## src/hdl/adsr_pkg.sv

```systemverilog
// ----------------------------------------------------------------------------
// ADSR envelope package
// Shared widths, constants, phase codes, controller states and the
// command and status words between the controller and the datapath.
// ----------------------------------------------------------------------------
package adsr_pkg;

    localparam int unsigned TIME_W  = 24;
    localparam int unsigned LEVEL_W = 17;
    localparam int unsigned TIMER_W = 32;
    localparam int unsigned GATE_W  = 16;
    localparam int unsigned STEP_W  = 16;
    localparam int unsigned QUO_W   = 16;
    localparam int unsigned PROD_W  = TIMER_W + LEVEL_W;
    localparam int unsigned CNT_W   = $clog2(QUO_W);
    localparam int unsigned CFG_IDX_W = 2;

    localparam logic [LEVEL_W-1:0]       FULL_SCALE = 17'h10000;
    localparam logic signed [GATE_W-1:0] GATE_ONE   = 16'sd4096;
    localparam logic signed [GATE_W-1:0] GATE_ZERO  = 16'sd0;
    localparam logic [TIMER_W-1:0]       TIMER_MAX  = '1;
    localparam logic [CNT_W-1:0]         CNT_LAST   = CNT_W'(QUO_W - 1);

    typedef enum logic [2:0] {
        PH_OFF     = 3'd0,
        PH_ATTACK  = 3'd1,
        PH_DECAY   = 3'd2,
        PH_SUSTAIN = 3'd3,
        PH_RELEASE = 3'd4
    } t_phase;

    typedef enum logic [CFG_IDX_W-1:0] {
        CFG_ATTACK  = 2'd0,
        CFG_DECAY   = 2'd1,
        CFG_SUSTAIN = 2'd2,
        CFG_RELEASE = 2'd3
    } t_cfg_idx;

    typedef enum logic [3:0] {
        S_IDLE,
        S_RULE,
        S_ADV,
        S_EVAL,
        S_MUL,
        S_PREP,
        S_DIV,
        S_FIN,
        S_OUT
    } t_state;

    typedef struct packed {
        logic load;
        logic rule;
        logic advance;
        logic eval;
        logic mul;
        logic prep;
        logic div_step;
        logic finish;
        logic out_load;
    } t_cmd;

    typedef struct packed {
        logic need_div;
        logic div_ovf;
        logic div_last;
    } t_stat;

endpackage

```

## src/hdl/adsr_ctrl.sv

```systemverilog
// ----------------------------------------------------------------------------
// ADSR envelope controller
// Sequences one word through gate rule, timer advance, level evaluation,
// multiply, serial divide and output load, and owns the output valid flag.
// ----------------------------------------------------------------------------
module adsr_ctrl import adsr_pkg::*; (
    input  logic  i_clk,
    input  logic  i_rst_n,
    input  logic  i_in_valid,
    output logic  o_in_stall,
    output logic  o_out_valid,
    input  logic  i_out_stall,
    input  t_stat i_stat,
    output t_cmd  o_cmd
);

    t_state r_state;
    t_state n_state;
    logic   r_out_valid;

    always_ff @(posedge i_clk) begin
        if (!i_rst_n) begin
            r_state     <= S_IDLE;
            r_out_valid <= 1'b0;
        end else begin
            r_state <= n_state;
            if (o_cmd.out_load) begin
                r_out_valid <= 1'b1;
            end else if (!i_out_stall) begin
                r_out_valid <= 1'b0;
            end
        end
    end

    always_comb begin
        n_state = r_state;
        o_cmd   = '0;
        unique case (r_state)
            S_IDLE: begin
                if (i_in_valid) begin
                    o_cmd.load = 1'b1;
                    n_state    = S_RULE;
                end
            end
            S_RULE: begin
                o_cmd.rule = 1'b1;
                n_state    = S_ADV;
            end
            S_ADV: begin
                o_cmd.advance = 1'b1;
                n_state       = S_EVAL;
            end
            S_EVAL: begin
                o_cmd.eval = 1'b1;
                n_state    = i_stat.need_div ? S_MUL : S_OUT;
            end
            S_MUL: begin
                o_cmd.mul = 1'b1;
                n_state   = S_PREP;
            end
            S_PREP: begin
                o_cmd.prep = 1'b1;
                n_state    = i_stat.div_ovf ? S_OUT : S_DIV;
            end
            S_DIV: begin
                o_cmd.div_step = 1'b1;
                if (i_stat.div_last) begin
                    n_state = S_FIN;
                end
            end
            S_FIN: begin
                o_cmd.finish = 1'b1;
                n_state      = S_OUT;
            end
            S_OUT: begin
                if (!r_out_valid || !i_out_stall) begin
                    o_cmd.out_load = 1'b1;
                    n_state        = S_IDLE;
                end
            end
            default: begin
                n_state = S_IDLE;
            end
        endcase
    end

    assign o_in_stall  = (r_state != S_IDLE);
    assign o_out_valid = r_out_valid;

endmodule

```

## src/hdl/adsr_dp.sv

```systemverilog
// ----------------------------------------------------------------------------
// ADSR envelope datapath
// Holds the configuration, phase and timers, and computes the ramp level
// with one multiplier and a restoring divider that yields one bit a cycle.
// ----------------------------------------------------------------------------
module adsr_dp import adsr_pkg::*; (
    input  logic                     i_clk,
    input  logic                     i_rst_n,
    input  t_cmd                     i_cmd,
    output t_stat                    o_stat,
    input  logic                     i_cfg_valid,
    output logic                     o_cfg_ready,
    input  logic [CFG_IDX_W-1:0]     i_cfg_index,
    input  logic [TIME_W-1:0]        i_cfg_data,
    input  logic signed [GATE_W-1:0] i_gate_level,
    input  logic [STEP_W-1:0]        i_time_step,
    output logic [LEVEL_W-1:0]       o_envelope_level,
    output logic [2:0]               o_phase
);

    logic [TIME_W-1:0]        r_attack_time;
    logic [TIME_W-1:0]        r_decay_time;
    logic [LEVEL_W-1:0]       r_sustain_level;
    logic [TIME_W-1:0]        r_release_time;
    t_phase                   r_phase;
    logic                     r_gate_held;
    logic [TIMER_W-1:0]       r_attack_elapsed;
    logic [TIMER_W-1:0]       r_release_elapsed;
    logic signed [GATE_W-1:0] r_gate;
    logic [STEP_W-1:0]        r_delta;
    logic [TIMER_W-1:0]       r_mul_a;
    logic [LEVEL_W-1:0]       r_mul_b;
    logic [TIME_W-1:0]        r_div_d;
    t_phase                   r_mode;
    logic [LEVEL_W-1:0]       r_level;
    logic [PROD_W-1:0]        r_prod;
    logic [TIME_W-1:0]        r_rem;
    logic [QUO_W-1:0]         r_quo;
    logic [CNT_W-1:0]         r_cnt;
    logic [LEVEL_W-1:0]       r_out_level;
    t_phase                   r_out_phase;

    logic [TIMER_W-1:0]  attack_ext;
    logic [TIMER_W-1:0]  release_ext;
    logic                gate_high;
    logic                gate_low;
    logic                attack_over;
    logic                decay_over;
    logic [TIMER_W:0]    attack_sum;
    logic [TIMER_W:0]    release_sum;
    logic [LEVEL_W-1:0]  n_level;
    logic                need_div;
    logic [TIMER_W-1:0]  n_mul_a;
    logic [LEVEL_W-1:0]  n_mul_b;
    logic [TIME_W-1:0]   n_div_d;
    logic [TIME_W:0]     div_shift;
    logic [TIME_W:0]     div_diff;
    logic                div_ge;
    logic [LEVEL_W-1:0]  cfg_sustain;

    assign attack_ext  = {{(TIMER_W-TIME_W){1'b0}}, r_attack_time};
    assign release_ext = {{(TIMER_W-TIME_W){1'b0}}, r_release_time};
    assign gate_high   = (r_gate >= GATE_ONE);
    assign gate_low    = (r_gate <= GATE_ZERO);
    assign attack_over = (r_attack_elapsed > attack_ext);
    assign decay_over  = ({1'b0, r_attack_elapsed} >
                          ({1'b0, attack_ext} + {{(TIMER_W-TIME_W+1){1'b0}}, r_decay_time}));
    assign attack_sum  = {1'b0, r_attack_elapsed} + {{(TIMER_W-STEP_W+1){1'b0}}, r_delta};
    assign release_sum = {1'b0, r_release_elapsed} + {{(TIMER_W-STEP_W+1){1'b0}}, r_delta};
    assign cfg_sustain = (i_cfg_data[LEVEL_W-1:0] > FULL_SCALE) ? FULL_SCALE
                                                                : i_cfg_data[LEVEL_W-1:0];

    always_comb begin
        n_level  = '0;
        need_div = 1'b0;
        n_mul_a  = '0;
        n_mul_b  = '0;
        n_div_d  = '0;
        unique case (r_phase)
            PH_ATTACK: begin
                if (r_attack_time == '0 || r_attack_elapsed >= attack_ext) begin
                    n_level = FULL_SCALE;
                end else begin
                    need_div = 1'b1;
                    n_mul_a  = r_attack_elapsed;
                    n_mul_b  = FULL_SCALE;
                    n_div_d  = r_attack_time;
                end
            end
            PH_DECAY: begin
                if (r_decay_time == '0) begin
                    n_level = r_sustain_level;
                end else if (r_attack_elapsed <= attack_ext) begin
                    n_level = FULL_SCALE;
                end else begin
                    need_div = 1'b1;
                    n_mul_a  = r_attack_elapsed - attack_ext;
                    n_mul_b  = FULL_SCALE - r_sustain_level;
                    n_div_d  = r_decay_time;
                end
            end
            PH_SUSTAIN: begin
                n_level = r_sustain_level;
            end
            PH_RELEASE: begin
                if (r_release_time == '0 || r_release_elapsed >= release_ext) begin
                    n_level = '0;
                end else begin
                    need_div = 1'b1;
                    n_mul_a  = release_ext - r_release_elapsed;
                    n_mul_b  = r_sustain_level;
                    n_div_d  = r_release_time;
                end
            end
            default: begin
                n_level = '0;
            end
        endcase
    end

    assign div_shift = {r_rem, r_quo[QUO_W-1]};
    assign div_diff  = div_shift - {1'b0, r_div_d};
    assign div_ge    = (div_shift >= {1'b0, r_div_d});

    assign o_stat.need_div = need_div;
    assign o_stat.div_ovf  = (r_prod[PROD_W-1:QUO_W] >=
                              {{(PROD_W-QUO_W-TIME_W){1'b0}}, r_div_d});
    assign o_stat.div_last = (r_cnt == CNT_LAST);

    always_ff @(posedge i_clk) begin
        if (!i_rst_n) begin
            r_attack_time     <= '0;
            r_decay_time      <= '0;
            r_sustain_level   <= FULL_SCALE;
            r_release_time    <= '0;
            r_phase           <= PH_OFF;
            r_gate_held       <= 1'b0;
            r_attack_elapsed  <= '0;
            r_release_elapsed <= '0;
        end else begin
            if (i_cfg_valid) begin
                unique case (t_cfg_idx'(i_cfg_index))
                    CFG_ATTACK:  r_attack_time   <= i_cfg_data;
                    CFG_DECAY:   r_decay_time    <= i_cfg_data;
                    CFG_SUSTAIN: r_sustain_level <= cfg_sustain;
                    CFG_RELEASE: r_release_time  <= i_cfg_data;
                    default:     r_attack_time   <= r_attack_time;
                endcase
            end
            if (i_cmd.rule) begin
                if (!r_gate_held && gate_high) begin
                    r_gate_held      <= 1'b1;
                    r_attack_elapsed <= '0;
                    r_phase          <= PH_ATTACK;
                end else if (r_gate_held && gate_low) begin
                    r_gate_held       <= 1'b0;
                    r_release_elapsed <= '0;
                    r_phase           <= PH_RELEASE;
                end else if (r_phase == PH_ATTACK && attack_over) begin
                    r_phase <= PH_DECAY;
                end else if (r_phase == PH_DECAY && decay_over) begin
                    r_phase <= PH_SUSTAIN;
                end
            end
            if (i_cmd.advance) begin
                if (r_phase == PH_ATTACK || r_phase == PH_DECAY) begin
                    r_attack_elapsed <= attack_sum[TIMER_W] ? TIMER_MAX
                                                            : attack_sum[TIMER_W-1:0];
                end else if (r_phase == PH_RELEASE) begin
                    r_release_elapsed <= release_sum[TIMER_W] ? TIMER_MAX
                                                              : release_sum[TIMER_W-1:0];
                end
            end
        end
    end

    always_ff @(posedge i_clk) begin
        if (i_cmd.load) begin
            r_gate  <= i_gate_level;
            r_delta <= i_time_step;
        end
        if (i_cmd.eval) begin
            r_level <= n_level;
            r_mul_a <= n_mul_a;
            r_mul_b <= n_mul_b;
            r_div_d <= n_div_d;
            r_mode  <= r_phase;
        end
        if (i_cmd.mul) begin
            r_prod <= PROD_W'(r_mul_a) * PROD_W'(r_mul_b);
        end
        if (i_cmd.prep) begin
            r_rem   <= r_prod[QUO_W +: TIME_W];
            r_quo   <= r_prod[QUO_W-1:0];
            r_cnt   <= '0;
            r_level <= '0;
        end
        if (i_cmd.div_step) begin
            r_rem <= div_ge ? div_diff[TIME_W-1:0] : div_shift[TIME_W-1:0];
            r_quo <= {r_quo[QUO_W-2:0], div_ge};
            r_cnt <= r_cnt + 1'b1;
        end
        if (i_cmd.finish) begin
            r_level <= (r_mode == PH_DECAY) ? FULL_SCALE - {1'b0, r_quo} : {1'b0, r_quo};
        end
        if (i_cmd.out_load) begin
            r_out_level <= r_level;
            r_out_phase <= r_phase;
        end
    end

    assign o_cfg_ready      = 1'b1;
    assign o_envelope_level = r_out_level;
    assign o_phase          = r_out_phase;

endmodule

```

## src/hdl/adsr_envelope_generator.sv

```systemverilog
// ----------------------------------------------------------------------------
// ADSR envelope generator
// Gate-driven attack, decay, sustain and release envelope with one level
// word out for every gate and time step word in.
// ----------------------------------------------------------------------------
// Input channel: i_in_valid / o_in_stall carry the gate level (signed Q4.12)
// and the time step (unsigned Q0.16). Output channel: o_out_valid /
// i_out_stall carry the envelope level (Q1.16, 0..65536) and the phase.
// Configuration: i_cfg_valid / o_cfg_ready with a register index (0 attack
// time, 1 decay time, 2 sustain level, 3 release time) and write data; the
// port is always ready. The user must write it only while the block is
// idle; the block itself does not enforce this. A word whose level needs
// no ramp division skips the multiply and the divider; otherwise one
// multiply is followed by a restoring divider that yields one quotient
// bit per cycle for a 16-bit quotient, unless a decay ramp has already
// fallen to zero. One word is in work at a time, so o_in_stall is high
// from acceptance until its result is loaded into the output register.
// A finished word waits in the output register while the receiver stalls;
// the next word may be accepted meanwhile, and its result is held back until
// the register is free. Reset returns the phase to off, clears the gate
// hold, both timers and the output valid flag, and restores the defaults of
// all configuration registers.
// ----------------------------------------------------------------------------
module adsr_envelope_generator import adsr_pkg::*; (
    input  logic                     i_clk,
    input  logic                     i_rst_n,
    input  logic                     i_in_valid,
    output logic                     o_in_stall,
    input  logic signed [GATE_W-1:0] i_gate_level,
    input  logic [STEP_W-1:0]        i_time_step,
    output logic                     o_out_valid,
    input  logic                     i_out_stall,
    output logic [LEVEL_W-1:0]       o_envelope_level,
    output logic [2:0]               o_phase,
    input  logic                     i_cfg_valid,
    output logic                     o_cfg_ready,
    input  logic [CFG_IDX_W-1:0]     i_cfg_index,
    input  logic [TIME_W-1:0]        i_cfg_data
);

    t_cmd  cmd;
    t_stat stat;

    adsr_ctrl u_ctrl (
        .i_clk       (i_clk),
        .i_rst_n     (i_rst_n),
        .i_in_valid  (i_in_valid),
        .o_in_stall  (o_in_stall),
        .o_out_valid (o_out_valid),
        .i_out_stall (i_out_stall),
        .i_stat      (stat),
        .o_cmd       (cmd)
    );

    adsr_dp u_dp (
        .i_clk            (i_clk),
        .i_rst_n          (i_rst_n),
        .i_cmd            (cmd),
        .o_stat           (stat),
        .i_cfg_valid      (i_cfg_valid),
        .o_cfg_ready      (o_cfg_ready),
        .i_cfg_index      (i_cfg_index),
        .i_cfg_data       (i_cfg_data),
        .i_gate_level     (i_gate_level),
        .i_time_step      (i_time_step),
        .o_envelope_level (o_envelope_level),
        .o_phase          (o_phase)
    );

endmodule

```

## config.mk

```make
export PLATFORM = sky130hd
export DESIGN_NAME = adsr_envelope_generator
export DESIGN_NICKNAME = d
export VERILOG_FILES = /design/src/hdl/adsr_pkg.sv /design/src/hdl/adsr_ctrl.sv /design/src/hdl/adsr_dp.sv /design/src/hdl/adsr_envelope_generator.sv
export SDC_FILE = /design/constraint.sdc
export NUM_CORES = 2
export LEC_CHECK = 0
export BUFFER_PORTS_ARGS = -buffer_cell sky130_fd_sc_hd__buf_2
export CAP_MARGIN = 10
export CELL_PAD_IN_SITES_DETAIL_PLACEMENT = 1
export CELL_PAD_IN_SITES_GLOBAL_PLACEMENT = 1
export CORE_UTILIZATION = 35
export DETAILED_ROUTE_END_ITERATION = 8
export HOLD_SLACK_MARGIN = 0.03
export MAX_ROUTING_LAYER = met4
export PLACE_DENSITY_LB_ADDON = 0.1
export SKIP_LAST_GASP = 1
export SLEW_MARGIN = 40
export SYNTH_ARGS = -nofsm -noshare
export SYNTH_HDL_FRONTEND = slang
export SYNTH_SLANG_ARGS = --single-unit
```

## constraint.sdc

```tcl
create_clock -name i_clk -period 19.46 [get_ports i_clk]
set_input_delay 3.892 -clock i_clk [delete_from_list [all_inputs] [get_ports i_clk]]
set_output_delay 3.892 -clock i_clk [all_outputs]
set_load 0.01 [all_outputs]
```

* Word-level counts from Yosys, hierarchy flattened
Index checks and enable logic that the tools add are counted.
** Storage, ports and cells
- Flip-flop bits (word level) :: 400
- Bits in latches :: 0
- Bits in writable memories :: 0
- ROM bits :: 0
- Input port bits :: 63
- Output and inout port bits :: 23
- Memories :: 0
** Cells by class
- Add/sub/neg operators :: 9
- $mul :: 1
- Div/mod/pow operators :: 0
- Order comparisons :: 10
- Equality and inequality tests :: 21
- Shifts and indexed selects :: 0
- Muxes and demuxes :: 73
- Bitwise logic cells :: 0
- Reductions and logical operators :: 28
** Operators with widths (number)
- 2-to-1 mux 32 bit :: 16
- 2-to-1 mux 17 bit :: 12
- 2-to-1 mux 24 bit :: 7
- case mux 17 bit (3 select lines) :: 2
- case mux 32 bit (3 select lines) :: 1
- logical NOT 24 bit :: 3
- case mux 24 bit (3 select lines) :: 1
- adder 32 x 16 -> 33 bit :: 2
- >= comparator 32 x 24 -> 1 bit :: 2
- multiplier 32 x 17 -> 49 bit :: 1
- case mux 4 bit (9 select lines) :: 1
- >= comparator 33 x 24 -> 1 bit :: 1
- greater-than comparator 32 x 33 -> 1 bit :: 1
- greater-than comparator 32 x 24 -> 1 bit :: 1
- <= comparator 32 x 24 -> 1 bit :: 1
- 2-to-1 mux 16 bit :: 2
- subtractor 24 x 32 -> 32 bit :: 1
- subtractor 32 x 24 -> 32 bit :: 1
- 2-to-1 mux 4 bit :: 7
- adder 24 x 24 -> 25 bit :: 1
- >= comparator 25 x 24 -> 1 bit :: 1
- subtractor 24 bit :: 1
- 2-to-1 mux 1 bit :: 19
- greater-than comparator 17 bit (second input constant) :: 1
- other kinds (28) :: 56

* Depth between registers and ports, before layout
- Word-level depth :: 8
- Depth in mapped cells :: 26

* Modules after synthesis
Synthesis repeated with hierarchy kept, for this count alone.
** Unflattened totals
- Cell total of the unflattened synthesis :: 4602
- Area total of the unflattened synthesis :: 41172.0 um^2
** By module, submodules not included
- adsr_dp :: times used 1, cells an instance 4555, area each 40834.2 um^2, sequential area each 10289.9 um^2
- adsr_ctrl :: times used 1, cells an instance 47, area each 337.8 um^2, sequential area each 100.1 um^2

* Least setup slack after synthesis
Ideal clock, no wire load.
- Kind :: register -> register
- Start :: reg u_dp.r_mul_a[22]
- End :: reg u_dp.r_prod[43] (data pin)
- Arrival :: 6.025 ns
- Data required time :: 19.202 ns
- Slack :: 13.177 ns
- Stages on the path, launching flop included :: 23
- Buffers on the path :: 1
- Clock period less this slack :: 6.283 ns
- Cell sequence :: edfxtp_1 -> clkbuf_1 -> nand2_1 -> fa_1 -> fa_1 -> fa_1 -> inv_1 -> fa_1 -> fa_1 -> inv_1 -> fa_1 -> inv_1 -> ha_1 -> a21o_1 -> a21boi_1 -> o21bai_1 -> a21o_1 -> a211oi_1 -> a21oi_1 -> a2111oi_1 -> o41ai_1 -> a21oi_1 -> xnor2_1
** Between the ends
- Longest elaborated chain between the ends :: 1
** RTL lines
- from (decl) :: RTL line adsr_dp.sv:31 : logic [TIMER_W-1:0] r_mul_a;
- from (signal assigned) :: RTL line adsr_dp.sv:184 : r_mul_a <= n_mul_a;
- multiplier 32 x 17 -> 49 bit :: RTL line adsr_dp.sv:190 : r_prod <= PROD_W'(r_mul_a) * PROD_W'(r_mul_b);
- to (signal assigned) :: RTL line adsr_dp.sv:190
- to (decl) :: RTL line adsr_dp.sv:36 : logic [PROD_W-1:0] r_prod;
Every way passes these cells.
A chain may end at the register's enable or synchronous reset.

* Worst setup path after layout
- Start :: reg u_dp.r_mul_b[8]
- End :: reg u_dp.r_prod[47] (data pin)
** Between the ends
- Longest elaborated chain between the ends :: 1
** RTL lines
- from (decl) :: RTL line adsr_dp.sv:32 : logic [LEVEL_W-1:0] r_mul_b;
- from (signal assigned) :: RTL line adsr_dp.sv:185 : r_mul_b <= n_mul_b;
- multiplier 32 x 17 -> 49 bit :: RTL line adsr_dp.sv:190
Every way passes these cells.

==> reports/metrics.csv <==
metric,value,unit
post_cts_buffers,0,
ioPinCount,86,
holdBufCountCts,0,
r2r_cells,24,
gp_congestion,0.907,
clock_sinks,400,
rsz0062_at_grt,false,
dpl_cell_area,42800,um2
cts-buffers-inserted,49,
synth-compound-area-share,0.138,
cts_tree,yes,
wl_per_cell,23.1,um
start_util,0.355,
drive_gt1_frac,0.0629,
slowest_stage,edfxtp_1,
p_leak,0.0205,uW
grt_pass1_wl,217000,um
synth_xor_area_frac,0.0359,
nets,5361,
outcome,"complete, no violations",
dp_hpwl,110000,um
final.setup.worst_slack,12040,ps
wirelength,141000,um
holdWs,420,ps
num_vias,32300,
drv_slew,0,
cts-root-buf,clkbuf_16,
arrival,7790,ps
die-area,118000,um2
setup_tns,0,ps
fmax,135,MHz
ctsHtreeMaxLevel,2,
hp-class,reg -> reg,
first_iter_violations,1649,
slowest_delay,630,ps
synthAdderAreaFrac,0.317,
required,19830,ps
fin_skew,31.5,ps
syn_area,40800,um2
fin_crit,7420,ps
synth.area.mux_share,0.00178,
cts_resized,0,
postSynth.asyncResetShare,0,
power_density,186,nW/um2
num_rows,124,
synth.net_count,5359,
yosys_warnings,0,
io_buffers,84,
hold_viol,0,
synth_edf_count,238,
area_delta_synth_final,9.37,%
worstSkewPairLatency,630,ps
synthFlopType,edfxtp_1,
synth-seq-cells,400,
grt_max_degree,90,
tightest_slew,837,ps
synth-simple-area-share,0.175,
drv_cap,0,
synth_top_family_by_area,adder cells,
peakVddDrop,0.000205,V
min_path_cells,0,
drc_errors,0,
synthCells,4538,
crit_chain,buf_4 -> nand2_1 -> fa_1 -> inv_1 -> fa_1 -> inv_1 -> fa_1 -> inv_1 -> fa_1 -> fa_1 -> inv_1 -> fa_1 -> inv_1 -> ha_1 -> and3_1 -> and4_1 -> inv_1 -> nand3_1 -> nand4_1 -> a21oi_1 -> a2111oi_1 -> nor4_1 -> o21ai_1 -> xnor2_1,
clock_path_buffers,3,
antenna_found_initial,3,
grt_remaining_overflow,0,
die_w,343,um
core_area,115000,um2
syn_avg_cell_area,8.98,um2
dp_slack,12080,ps
grt_use_total,0.249,
end_kind,flop,
synth_cell_types,93,
path_class,reg -> reg,
post-route-period-util,0.381,
slew_headroom,0.442,
ant_nets,0,
design_area,44600,um2
worstSetupStartpointType,flop,
viasPerCell,5.30,
setup_violations,0,
yosysSeqAreaShare,0.255,
first_pass_iters,5,
dieHeight,343,um
clk_transition_reported_paths,70,ps
path_max_fanout,23,
grt_pass1_vias,34400,
## registers in the layout, indices dropped and copies added, names as in the netlist, 3 cells and up
register                count
u_dp.r_phase                3
u_dp.r_mul_a               32
u_dp.o_phase                3
u_dp.r_cnt                  4
u_dp.r_release_time        24
u_dp.r_attack_elapsed      32
u_dp.r_mul_b               17
u_dp.r_quo                 16
u_dp.r_level               17
u_dp.r_div_d               24
u_dp.r_prod                49
u_dp.r_decay_time          24
u_dp.r_rem                 24
u_ctrl.r_state              4
u_dp.r_attack_time         24
u_dp.r_sustain_level       17
u_dp.o_envelope_level      17
u_dp.r_mode                 3
u_dp.r_release_elapsed     32
u_dp.r_gate                16
u_dp.r_delta               16
## logic make-up (layout without fill, tap and decap cells)
family / after synthesis / after routing
and+or+nand+nor: 1503 / 1503
AOI/OAI and AO/OA: 869 / 869
buffers and inverters: 833 / 873
adders and majority gates: 758 / 758
DFF: 400 / 400
xor gates and xnor gates: 167 / 167
muxes: 7 / 7
other: 1 / 3
## path summary, 6_finish.rpt
path	from	endpoint	slack, ps
worst max-delay path	u_dp.r_mul_b[8]$_DFFE_PP_	u_dp.r_prod[47]$_DFFE_PP_	12040
worst min-delay path	u_dp.r_level[4]$_DFFE_PP_	u_dp.o_envelope_level[4]$_DFFE_PP_	420
worst max register to register	u_dp.r_mul_b[8]$_DFFE_PP_	u_dp.r_prod[47]$_DFFE_PP_	12040
worst min register to register	u_dp.r_level[4]$_DFFE_PP_	u_dp.o_envelope_level[4]$_DFFE_PP_	420
## stage by stage
step                      total power [uW]  instances   util
after global routing                  8990       6091  0.388
after CTS                             8360       6081  0.387
after detailed placement              7260       5992  0.372
after global placement                7300       5986  0.371
final                                 8270       6092  0.388
after floorplan                       5360       4538      -
## cells in the final DEF, fill, tap and decap left out, drive strengths merged, types with 50 or more instances in the layout
master / count
nand3: 53
xor2: 69
a21o: 94
o21ai: 151
ha: 303
and2: 229
and3: 50
nor2: 195
clkbuf: 64
xnor2: 98
dfxtp: 162
a21oi: 329
fa: 455
nand2: 721
inv: 644
buf: 143
edfxtp: 238
## where the power goes
| part | switching, uW | internal [uW] | leakage, uW | total [uW] |
|---|---|---|---|---|
| clock network | 405 | 567 | 0.000801 | 972 |
| logic | 3740 | 2320 | 0.0163 | 6060 |
| registers | 32.9 | 1210 | 0.00334 | 1240 |
## cell type report
cell class | count | area [um2]
timing repair buffer | 143 | 927
multi-input combinational | 3305 | 27300
fill | 13300 | 70400
clock inverter | 25 | 322
inverter | 641 | 2410
antenna | 2 | 5.00
tap | 1512 | 1890
sequential | 400 | 10400
clock buffer | 64 | 1340
## routing by layer
layer,share of wire,global-route usage,wire [um],up-vias
li1,-,-,-,15100
met1,0.47,0.331,65400,16600
met3,0.028,0.0187,3900,130
met2,0.48,0.414,68000,493
met4,0.023,0.0574,3230,0
met5,0,-,0,-
## cells in the mapped netlist (all sizes together) (8+ instances only)
cell,instances,area [um2]
o21bai,23,173
dfxtp,162,3240
and4,11,96.3
nor3,48,255
buf,22,140
nor4,40,256
edfxtp,238,7150
and3,50,313
o31ai,9,67.6
o31a,8,70.1
a2111oi,9,81.3
a21o,94,706
ha,303,3790
a221o,19,190
a31oi,20,125
nand3,53,265
clkbuf,170,638
o21ai,151,756
a211oi,26,195
a311oi,36,322
a22oi,44,430
fa,455,9110
nand4,28,175
or2,9,56.3
nor2b,33,206
a21oi,329,1650
or3,19,129
nand3b,8,60.1
and2,229,1430
nor2,195,742
nor3b,9,72.6
xor2,69,604
nand2,721,2710
o211ai,13,97.6
inv,641,2410
nand2b,33,206
o21a,22,165
xnor2,98,858
## critical path, delay by kind of cell, from the launching register on
kind / cells / cell delay, ps
buffers and inverters: 7 / 710
AO/OA/AOI/OAI: 3 / 900
flip-flops: 1 / 630
AND/OR/NAND/NOR: 6 / 1310
adder cells (fa/ha/maj): 7 / 3450
XOR/XNOR: 1 / 130
(Power assumes the default switching activity.)
